**config.mk**
```make
export PLATFORM = sky130hd
export DESIGN_NAME = multi_key_double_tap_detector_top
export DESIGN_NICKNAME = d
export VERILOG_FILES = /design/src/design/mkdt_pkg.sv /design/src/design/multi_key_double_tap_detector_top.sv /design/src/design/mkdt_lane.sv /design/src/design/mkdt_select.sv /design/src/design/mkdt_merge.sv
export SDC_FILE = /design/constraint.sdc
export NUM_CORES = 2
export LEC_CHECK = 0
export ABC_CLOCK_PERIOD_IN_PS = 23700
export BUFFER_PORTS_ARGS = -buffer_cell sky130_fd_sc_hd__buf_2
export CORE_MARGIN = 2
export CORE_UTILIZATION = 30
export DETAILED_ROUTE_END_ITERATION = 10
export REMOVE_ABC_BUFFERS = 1
export SLEW_MARGIN = 40
export SYNTH_ARGS = -nofsm -noshare
export SYNTH_HDL_FRONTEND = slang
export SYNTH_HIERARCHICAL = 1
export SYNTH_SLANG_ARGS = --single-unit
```
**constraint.sdc**
```tcl
create_clock -name clk_i -period 23.7 [get_ports clk_i]
set_clock_uncertainty 0.2 [all_clocks]
set_input_delay 1.185 -clock clk_i [delete_from_list [all_inputs] [get_ports clk_i]]
set_output_delay 1.185 -clock clk_i [all_outputs]
set_load 0.01 [all_outputs]
```
**src/design/mkdt_pkg.sv**
```systemverilog
// Shared types, widths and time-compare helpers for the double tap detector.
// No dependencies; every other design file imports this package.
package mkdt_pkg;

  localparam int unsigned STAMP_W   = 32;
  localparam int unsigned CFG_W     = 16;
  localparam int unsigned FRAME_W   = 16;
  localparam int unsigned WIN_W     = 17;
  localparam int unsigned KEY_W     = 5;
  localparam int unsigned TAP_W     = 3;
  localparam int unsigned LANES_DEF = 5;

  localparam logic [CFG_W-1:0] TAP_WINDOW_RST = 16'd100;

  typedef struct packed {
    logic upd;
    logic clr;
    logic down;
  } lane_ctl_t;

  // Wrapped age read as signed: negative ages count as inside the window.
  function automatic logic age_below(logic [STAMP_W-1:0] age, logic [WIN_W-1:0] win);
    return age[STAMP_W-1] || (age < {{(STAMP_W-WIN_W){1'b0}}, win});
  endfunction

  function automatic logic age_above(logic [STAMP_W-1:0] age, logic [WIN_W-1:0] win);
    return !age[STAMP_W-1] && (age > {{(STAMP_W-WIN_W){1'b0}}, win});
  endfunction

endpackage

```
**src/design/multi_key_double_tap_detector_top.sv**
```systemverilog
// Top level of the multi-key double tap detector: lanes, newest-stamp
// select and tap merge. Depends on mkdt_pkg, mkdt_lane, mkdt_select, mkdt_merge.
//
// Usage:
//   Input channel (in_valid_i / in_stall_o) carries one word per frame tick:
//   now_time_i, frame_time_i and key_down_i. Output channel
//   (out_valid_o / out_stall_i) returns one word per input word with
//   double_tap_o: 0 for none, else the highest direction that completed a
//   press, release, press-again sequence inside tap_window + frame_time.
//   cfg_we_i / cfg_wdata_i write tap_window; write only while idle.
//   The result is valid in the cycle after the input word is accepted.
//   Throughput: one word per cycle unless the receiver stalls; all lanes and
//   newest-stamp compare finish on accept, so the next word can follow at once.
//   Reset clears all stamps and the last tap time and sets tap_window to 100.
//   While the receiver stalls, the result register holds and in_stall_o is
//   raised; an input word is still taken in any cycle the result register
//   is empty or being drained.
module multi_key_double_tap_detector_top import mkdt_pkg::*; #(
  parameter int unsigned LANES = LANES_DEF
) (
  input  logic               clk_i,
  input  logic               rst_ni,
  input  logic               cfg_we_i,
  input  logic [CFG_W-1:0]   cfg_wdata_i,
  input  logic               in_valid_i,
  output logic               in_stall_o,
  input  logic [STAMP_W-1:0] now_time_i,
  input  logic [FRAME_W-1:0] frame_time_i,
  input  logic [KEY_W-1:0]   key_down_i,
  output logic               out_valid_o,
  input  logic               out_stall_i,
  output logic [TAP_W-1:0]   double_tap_o
);

  logic [CFG_W-1:0]              tap_window_q;
  logic [STAMP_W-1:0]            last_tap_q;
  logic [WIN_W-1:0]              win;
  logic                          in_acc, gate, any_newest;
  logic [LANES-1:0][STAMP_W-1:0] stamps;
  logic [LANES-1:0]              newest, taps;
  lane_ctl_t                     ctl [LANES];

  assign in_stall_o = out_valid_o && out_stall_i;
  assign in_acc     = in_valid_i && !in_stall_o;
  assign win        = {1'b0, tap_window_q} + {1'b0, frame_time_i};
  assign gate       = (last_tap_q == '0) || age_above(now_time_i - last_tap_q, win);
  assign any_newest = |newest;

  mkdt_select #(.LANES(LANES)) u_select (
    .stamp_i (stamps),
    .newest_o(newest)
  );

  for (genvar k = 0; k < LANES; k++) begin : g_lane
    logic down;
    if (k < KEY_W) begin : g_key
      assign down = key_down_i[k];
    end else begin : g_nokey
      assign down = 1'b0;
    end

    assign ctl[k] = '{upd: in_acc && gate, clr: any_newest && !newest[k], down: down};

    mkdt_lane u_lane (
      .clk_i  (clk_i),
      .rst_ni (rst_ni),
      .ctl_i  (ctl[k]),
      .now_i  (now_time_i),
      .win_i  (win),
      .stamp_o(stamps[k]),
      .tap_o  (taps[k])
    );
  end

  mkdt_merge #(.LANES(LANES)) u_merge (
    .clk_i       (clk_i),
    .rst_ni      (rst_ni),
    .accept_i    (in_acc),
    .tap_i       (taps),
    .stall_i     (out_stall_i),
    .valid_o     (out_valid_o),
    .double_tap_o(double_tap_o)
  );

  always_ff @(posedge clk_i or negedge rst_ni) begin
    if (!rst_ni) begin
      tap_window_q <= TAP_WINDOW_RST;
      last_tap_q   <= '0;
    end else begin
      if (cfg_we_i) tap_window_q <= cfg_wdata_i;
      if (|taps) last_tap_q <= now_time_i;
    end
  end

  a_newest_onehot: assert property (@(posedge clk_i) disable iff (!rst_ni)
    $onehot0(newest))
    else $error("more than one lane selected as newest");

  a_last_tap_time: assert property (@(posedge clk_i) disable iff (!rst_ni)
    (|taps) |=> last_tap_q == $past(now_time_i))
    else $error("last tap time not taken from the tapping word");

  a_tap_needs_accept: assert property (@(posedge clk_i) disable iff (!rst_ni)
    (|taps) |-> in_acc && gate)
    else $error("lane tap outside an enabled accept");

  a_result_follows: assert property (@(posedge clk_i) disable iff (!rst_ni)
    in_acc |=> out_valid_o)
    else $error("accepted word produced no result");

endmodule

```
**src/design/mkdt_lane.sv**
```systemverilog
// One direction lane: press and release stamps plus the press, release,
// press-again rule. Depends on mkdt_pkg.
module mkdt_lane import mkdt_pkg::*; (
  input  logic               clk_i,
  input  logic               rst_ni,
  input  lane_ctl_t          ctl_i,
  input  logic [STAMP_W-1:0] now_i,
  input  logic [WIN_W-1:0]   win_i,
  output logic [STAMP_W-1:0] stamp_o,
  output logic               tap_o
);

  logic [STAMP_W-1:0] press_q, press_d, rel_q, rel_d;
  logic [STAMP_W-1:0] p, r;
  logic               p_set, r_set, p_young, r_young;

  // Newest of this lane's stamps; release must be strictly newer to win.
  assign stamp_o = (rel_q > press_q) ? rel_q : press_q;

  always_comb begin
    p       = ctl_i.clr ? '0 : press_q;
    r       = ctl_i.clr ? '0 : rel_q;
    p_set   = |p;
    r_set   = |r;
    p_young = age_below(now_i - p, win_i);
    r_young = age_below(now_i - r, win_i);
    press_d = p;
    rel_d   = r;
    tap_o   = 1'b0;
    if (ctl_i.down && !p_set) begin
      press_d = now_i;
    end else if (!ctl_i.down && p_set && !r_set && p_young) begin
      rel_d = now_i;
    end else if (ctl_i.down && p_set && r_set && p_young && r_young) begin
      press_d = '0;
      rel_d   = '0;
      tap_o   = ctl_i.upd;
    end else if (!ctl_i.down && (p_set || r_set) && !p_young) begin
      press_d = '0;
      rel_d   = '0;
    end
  end

  always_ff @(posedge clk_i or negedge rst_ni) begin
    if (!rst_ni) begin
      press_q <= '0;
      rel_q   <= '0;
    end else if (ctl_i.upd) begin
      press_q <= press_d;
      rel_q   <= rel_d;
    end
  end

  a_hold_when_idle: assert property (@(posedge clk_i) disable iff (!rst_ni)
    !ctl_i.upd |=> $stable(press_q) && $stable(rel_q))
    else $error("lane stamps changed without an update");

  a_tap_clears: assert property (@(posedge clk_i) disable iff (!rst_ni)
    tap_o |=> press_q == '0 && rel_q == '0)
    else $error("lane kept stamps after a double tap");

endmodule

```
**src/design/mkdt_select.sv**
```systemverilog
// Newest-stamp selection across lanes: one-hot mark of the lane that keeps
// its stamps, lower lane wins a tie. Depends on mkdt_pkg.
module mkdt_select import mkdt_pkg::*; #(
  parameter int unsigned LANES = LANES_DEF
) (
  input  logic [LANES-1:0][STAMP_W-1:0] stamp_i,
  output logic [LANES-1:0]              newest_o
);

  // Each lane compares against all others in parallel.
  always_comb begin
    for (int k = 0; k < LANES; k++) begin
      newest_o[k] = |stamp_i[k];
      for (int j = 0; j < LANES; j++) begin
        if (j < k) begin
          if (!(stamp_i[k] > stamp_i[j])) newest_o[k] = 1'b0;
        end else if (j > k) begin
          if (stamp_i[k] < stamp_i[j]) newest_o[k] = 1'b0;
        end
      end
    end
  end

endmodule

```
**src/design/mkdt_merge.sv**
```systemverilog
// Merge of lane taps into the reported direction, held in the output
// register of the result channel. Depends on mkdt_pkg.
module mkdt_merge import mkdt_pkg::*; #(
  parameter int unsigned LANES = LANES_DEF
) (
  input  logic             clk_i,
  input  logic             rst_ni,
  input  logic             accept_i,
  input  logic [LANES-1:0] tap_i,
  input  logic             stall_i,
  output logic             valid_o,
  output logic [TAP_W-1:0] double_tap_o
);

  localparam int unsigned IDX_W = ($clog2(LANES + 1) > TAP_W) ? $clog2(LANES + 1) : TAP_W;

  logic [IDX_W-1:0] idx;
  logic             valid_q, valid_d;
  logic [TAP_W-1:0] tap_q;

  // Highest tapping direction wins.
  always_comb begin
    idx = '0;
    for (int k = 0; k < LANES; k++) begin
      if (tap_i[k]) idx = IDX_W'(k + 1);
    end
  end

  assign valid_d = accept_i || (valid_q && stall_i);

  always_ff @(posedge clk_i or negedge rst_ni) begin
    if (!rst_ni) begin
      valid_q <= 1'b0;
    end else begin
      valid_q <= valid_d;
    end
  end

  always_ff @(posedge clk_i) begin
    if (accept_i) begin
      tap_q <= idx[TAP_W-1:0];
    end
  end

  assign valid_o      = valid_q;
  assign double_tap_o = tap_q;

endmodule

```
# [Word level (Yosys, flattened, before mapping)]
# Index checks and enable logic that the tools add are counted.
[totals] regBits=372 inputBits=74 output_inout_bits=5 word_cells=279
[classes] addsub=12 order_cmp=36 muxes=94 reduce_logical=122
[ops] operator="two-way mux 32 bit" n=55
[ops] operator="> comparator 32 bit" n=15
[ops] operator="OR reduction 32 bit" n=15
[ops] operator="subtractor 32 bit" n=11
[ops] operator="less-than comparator 32 x 17 -> 1 bit" n=10
[ops] operator="less-than comparator 32 bit" n=10
[ops] operator="logical AND 1 bit" n=59
[ops] operator="two-way mux 1 bit" n=37
[ops] operator="> comparator 32 x 17 -> 1 bit" n=1
[ops] operator="zero test 32 bit" n=1
[ops] operator="zero test 1 bit" n=27
[ops] operator="adder 16 x 16 -> 17 bit" n=1
[ops] operator="logical OR 1 bit" n=17
[ops] operator="OR reduction 5 bit" n=2
[ops] operator="two-way mux 3 bit" n=2
[ops] operator="OR reduction 2 bit" n=1

# [Longest topological paths before layout]
[depth] word_depth=22 depth_mapped=58 ltp_nobuf=51

# [Modules after synthesis]
# Netlist, hierarchy kept.
[modules_own_cells] module="mkdt_lane at g_lane[3].u_lane ..." n_inst=2 cells_per_inst=1169 area_per_inst_um2=9336.5 seq_area_each_um2=1601.5
[modules_own_cells] module="mkdt_lane at g_lane[0].u_lane" n_inst=1 cells_per_inst=1174 area_per_inst_um2=9446.6 seq_area_each_um2=1601.5
[modules_own_cells] module="mkdt_lane at g_lane[2].u_lane" n_inst=1 cells_per_inst=1194 area_per_inst_um2=9325.2 seq_area_each_um2=1601.5
[modules_own_cells] module="mkdt_lane at g_lane[1].u_lane" n_inst=1 cells_per_inst=1102 area_per_inst_um2=8660.8 seq_area_each_um2=1601.5
[modules_own_cells] module="mkdt_select" n_inst=1 cells_per_inst=1006 area_per_inst_um2=7691.1 seq_area_each_um2=0.0
[modules_own_cells] module="multi_key_double_tap_detector_top" n_inst=1 cells_per_inst=565 area_per_inst_um2=4952.2 seq_area_each_um2=1204.9
[modules_own_cells] module="mkdt_merge" n_inst=1 cells_per_inst=11 area_per_inst_um2=158.9 seq_area_each_um2=115.1

# [Least setup slack after synthesis]
# No wires, ideal clock.
[synth_timing] path_type="flip-flop to flip-flop" start="reg g_lane[3].u_lane.press_q[1]" end="reg last_tap_q[10]" setup_time_ns=0.125 arrival_ns=11.128 required_ns=23.375 slack_ns=12.247 path_stages_with_launch=52 n_path_buf=5 period_less_slack_ns=11.453 cell_sequence="dfrtp_1 -> inv_1 -> ha_1 -> nor2b_1 -> o21a_1 -> o21a_1 -> o21a_1 -> o21ai_0 -> nand2b_1 -> a21oi_1 -> o221ai_1 -> a221o_1 -> o21ai_1 -> clkbuf_1 -> mux2_2 -> ha_1 -> a21o_1 -> a21o_1 -> (+16 left out) -> nor2_1 -> o21ai_0 -> xor2_1 -> ha_1 -> a21oi_1 -> nand3_1 -> a2111oi_0 -> o2111ai_1 -> or4_1 -> a221oi_1 -> nand4_1 -> a2111oi_0 -> a31oi_1 -> nor3b_2 -> buf_4 -> nor2_1 -> clkbuf_1 -> mux2_2"
[synth_lines] element="start: declaration" line="mkdt_lane.sv:13" text="logic [STAMP_W-1:0] press_q, press_d, rel_q, rel_d;"
[synth_lines] element="start signal: assignment" line="mkdt_lane.sv:49" text="press_q <= press_d;"
[synth_lines] element="end signal: assignment" line="multi_key_double_tap_detector_top.sv:91" text="if (|taps) last_tap_q <= now_time_i;"
[synth_lines] element="end: declaration" line="multi_key_double_tap_detector_top.sv:36" text="logic [STAMP_W-1:0] last_tap_q;"

==> results.yml <==
sta:
  min_period_ps: 14410
  tightest_slew_ps: 925
  rsz0062_at_grt: "no"
  slew_violations: 0
  max_freq_mhz: 69.4
  fin_tns_setup_ps: 0
  hold_viol: 0
  slew_headroom_pct: 38.4
  finalSetupViolations: 0
  fin_crit_sh_pct: 60.8
cts:
  cts_tree: "built"
  htreeDepth: 2
  cts_resized: 0
  cts.sinks: 372
  clk_latency_ps: 670
  clockRootBuffer: "clkbuf_16"
  numCtsBuffers: 48
  clock_path_buffers: 3
  postCtsSetupBuffers: 0
  cts.clk_slew.worst_paths_ps: 60
  cts_hold_buf: 0
worst_setup_path:
  path_delay_family: "simple AND/OR/NAND/NOR gates"
  critPathCaptureType: "flop"
  path_class: "reg -> reg"
  r2r_start: "g_lane[4].u_lane/press_q[1]$_DFFE_PN0P_"
  cp_common_cell: "o21a_1"
  cp-startpoint: "g_lane[4].u_lane/press_q[1]$_DFFE_PN0P_"
  arrival_ps: 14760
  slowest_delay_ps: 710
  cp_num_buf_inv: 6
  slowest_stage: "nor4_1"
  crit_required_ps: 24050
  critPathMaxFanout: 69
  worstSetupStartpointType: "flop"
synthesis:
  netlist_area_sq_um: 58900
  synth.area.top_cells: "ha_1 22%, dfrtp_1 16%, nand2_1 5.0%"
  syn_inst: 7390
  ys.flop_type: "dfrtp_1"
  yosys.area.top_type: "ha_1"
  syn_area_per_cell_sq_um: 7.97
  async_reset_ff_share_pct: 99.2
  seq_area_frac_synth_pct: 15.8
  ys_seq_elements: 372
  synth_top_area_share_pct: 21.7
  ys_warn_count: 6
  synth-edff-count: 3
  ys_types: 119
floorplan:
  initial_core_util_pct: 30.2
  ioPinCount: 79
  die_area_sq_um: 200000
  core_area_sq_um: 195000
  std_cell_rows: 162
  fp.dieW_um: 447
  die_y_um: 447
layout:
  final_common_cell: "ha_1"
  finish.utilization_pct: 32.9
  drive_above_1_share_pct: 10.0
  nNetsFinal: 8416
  mostFrequentLayoutCells: "1024 x ha_1, 784 x nand2_1, 585 x a21oi_1"
  layout-area-overhead-vs-synth_pct: 8.76
drt:
  vias: 61183
  avgRoutedWirePerCell_um: 26.6
  final_antenna_net_count: 0
  drt-initial-drc-count: 7339
  first_pass_iters: 8
  avgViaCountPerCell: 6.14
  route.detailed.drc: 0
  wl_um: 265000
status:
  outcome: "completed"
global_routing:
  grt_pass1_vias: 57819
  grt_max_degree: 87
  grt_pass1_wl_um: 387000
  grt_usage_pct: 25.6
  grt_antenna_before_repair: 13
  overflow: 0
power_and_ir_drop:
  peakVddDrop_uv: 139
  finalPower_mw: 10.2
  powerDensity_nw_per_um2: 159
  leakage_nw: 27.9
place:
  gp_congestion: 1.01
  io_buffers: 78
  place_hpwl_um: 201000
run:
  drv_cap: 0
hold_path:
  min_path_type: "in -> async"
-- power breakdown --
group / internal [mW] / total, mW / switching (mW)
Sequential: 0.829 / 1.18 / 0.352
Combinational: 2.97 / 8.14 / 5.18
Clock: 0.524 / 0.866 / 0.342
-- logic make-up (layout without fill, tap and decap cells) --
kind of cell	after synthesis	count (layout)	share of synthesized area, %
compound gates	2454	2454	29.4
simple gates	2157	2157	18.0
fa+ha+maj	1036	1036	22.2
buf+inv	887	842	6.42
flops	372	372	15.8
xor+xnor	244	244	3.63
mux	240	240	4.52
other cells	0	3	0
-- flip-flops by register name, indices dropped and copies added, names as in the netlist --
register               cells
g_lane.u_lane/press_q    160
g_lane.u_lane/rel_q      160
last_tap_q                32
tap_window_q              16
u_merge/double_tap_o       3
u_merge/valid_o            1
-- cells in the mapped netlist, types with 31 or more instances --
| library cell | count |
|---|---|
| a22o_4 | 40 |
| mux2i_1 | 32 |
| nor3_1 | 138 |
| o21bai_1 | 67 |
| buf_2 | 36 |
| xnor2_1 | 155 |
| inv_1 | 558 |
| nand2_1 | 786 |
| a31oi_1 | 51 |
| xor2_1 | 89 |
| nand4_1 | 253 |
| ha_1 | 1024 |
| a21oi_1 | 586 |
| or3_1 | 36 |
| a22oi_1 | 140 |
| buf_6 | 39 |
| mux2_2 | 208 |
| o21ai_2 | 31 |
| nand3_1 | 128 |
| clkbuf_1 | 195 |
| o21ai_0 | 337 |
| a32oi_1 | 42 |
| o31ai_2 | 32 |
| a21o_1 | 203 |
| a41oi_1 | 38 |
| a32o_1 | 32 |
| a2bb2oi_1 | 36 |
| nand2b_1 | 63 |
| o21a_1 | 99 |
| o41ai_1 | 32 |
| dfrtp_1 | 366 |
| a211oi_1 | 83 |
| o211ai_1 | 84 |
| nor2_1 | 339 |
| nor2b_1 | 97 |
| nor4_1 | 144 |
| a31o_1 | 58 |
| o21ai_1 | 115 |
-- final timing paths --
check                                                            to  slack [ps]  depth (start not counted)
max reg2reg                              last_tap_q[21]$_DFFE_PN0P_        9290                         52
max in group asynchronous  g_lane[4].u_lane/press_q[20]$_DFFE_PN0P_       21580                          4
min reg2reg                               u_merge/valid_o$_DFF_PN0_         310                          1
min in group clk_i                        u_merge/valid_o$_DFF_PN0_         310                          1
min                           g_lane[0].u_lane/rel_q[4]$_DFFE_PN0P_         180                          1
max                                      last_tap_q[21]$_DFFE_PN0P_        9290                         52
-- metal layers --
layer  global-route usage [%]  share of wire [%]  vias up
li1                         -                  -    27788
met1                     33.7                 42    29662
met2                     37.8                 41     3049
met3                     5.65                9.6      674
met4                     15.7                7.3       10
met5                        0              0.028        -
-- through the flow --
step           std cells  setup WS, ps  cell area, sq um  hold WS (ps)
3_3_place_gp        9868          9410             61900           282
2_1_floorplan       7062          7190             57200           276
3_5_place_dp        9878          9500             62200           297
5_1_grt             9969          8420             64100           188
6_report            9972          9290             64100           179
4_1_cts             9967          9470             64000           169
-- cell type report --
class,count,area [sq um]
diodes,3,7.51
well taps,2624,3280
fillers,20595,131000
clock buffers,60,1340
clock inverters,29,495
flip-flops and latches,372,9330
inverters,559,2100
repair buffers,194,1470
multi-input cells,6131,46000
Power figures use the tool's default switching activity.
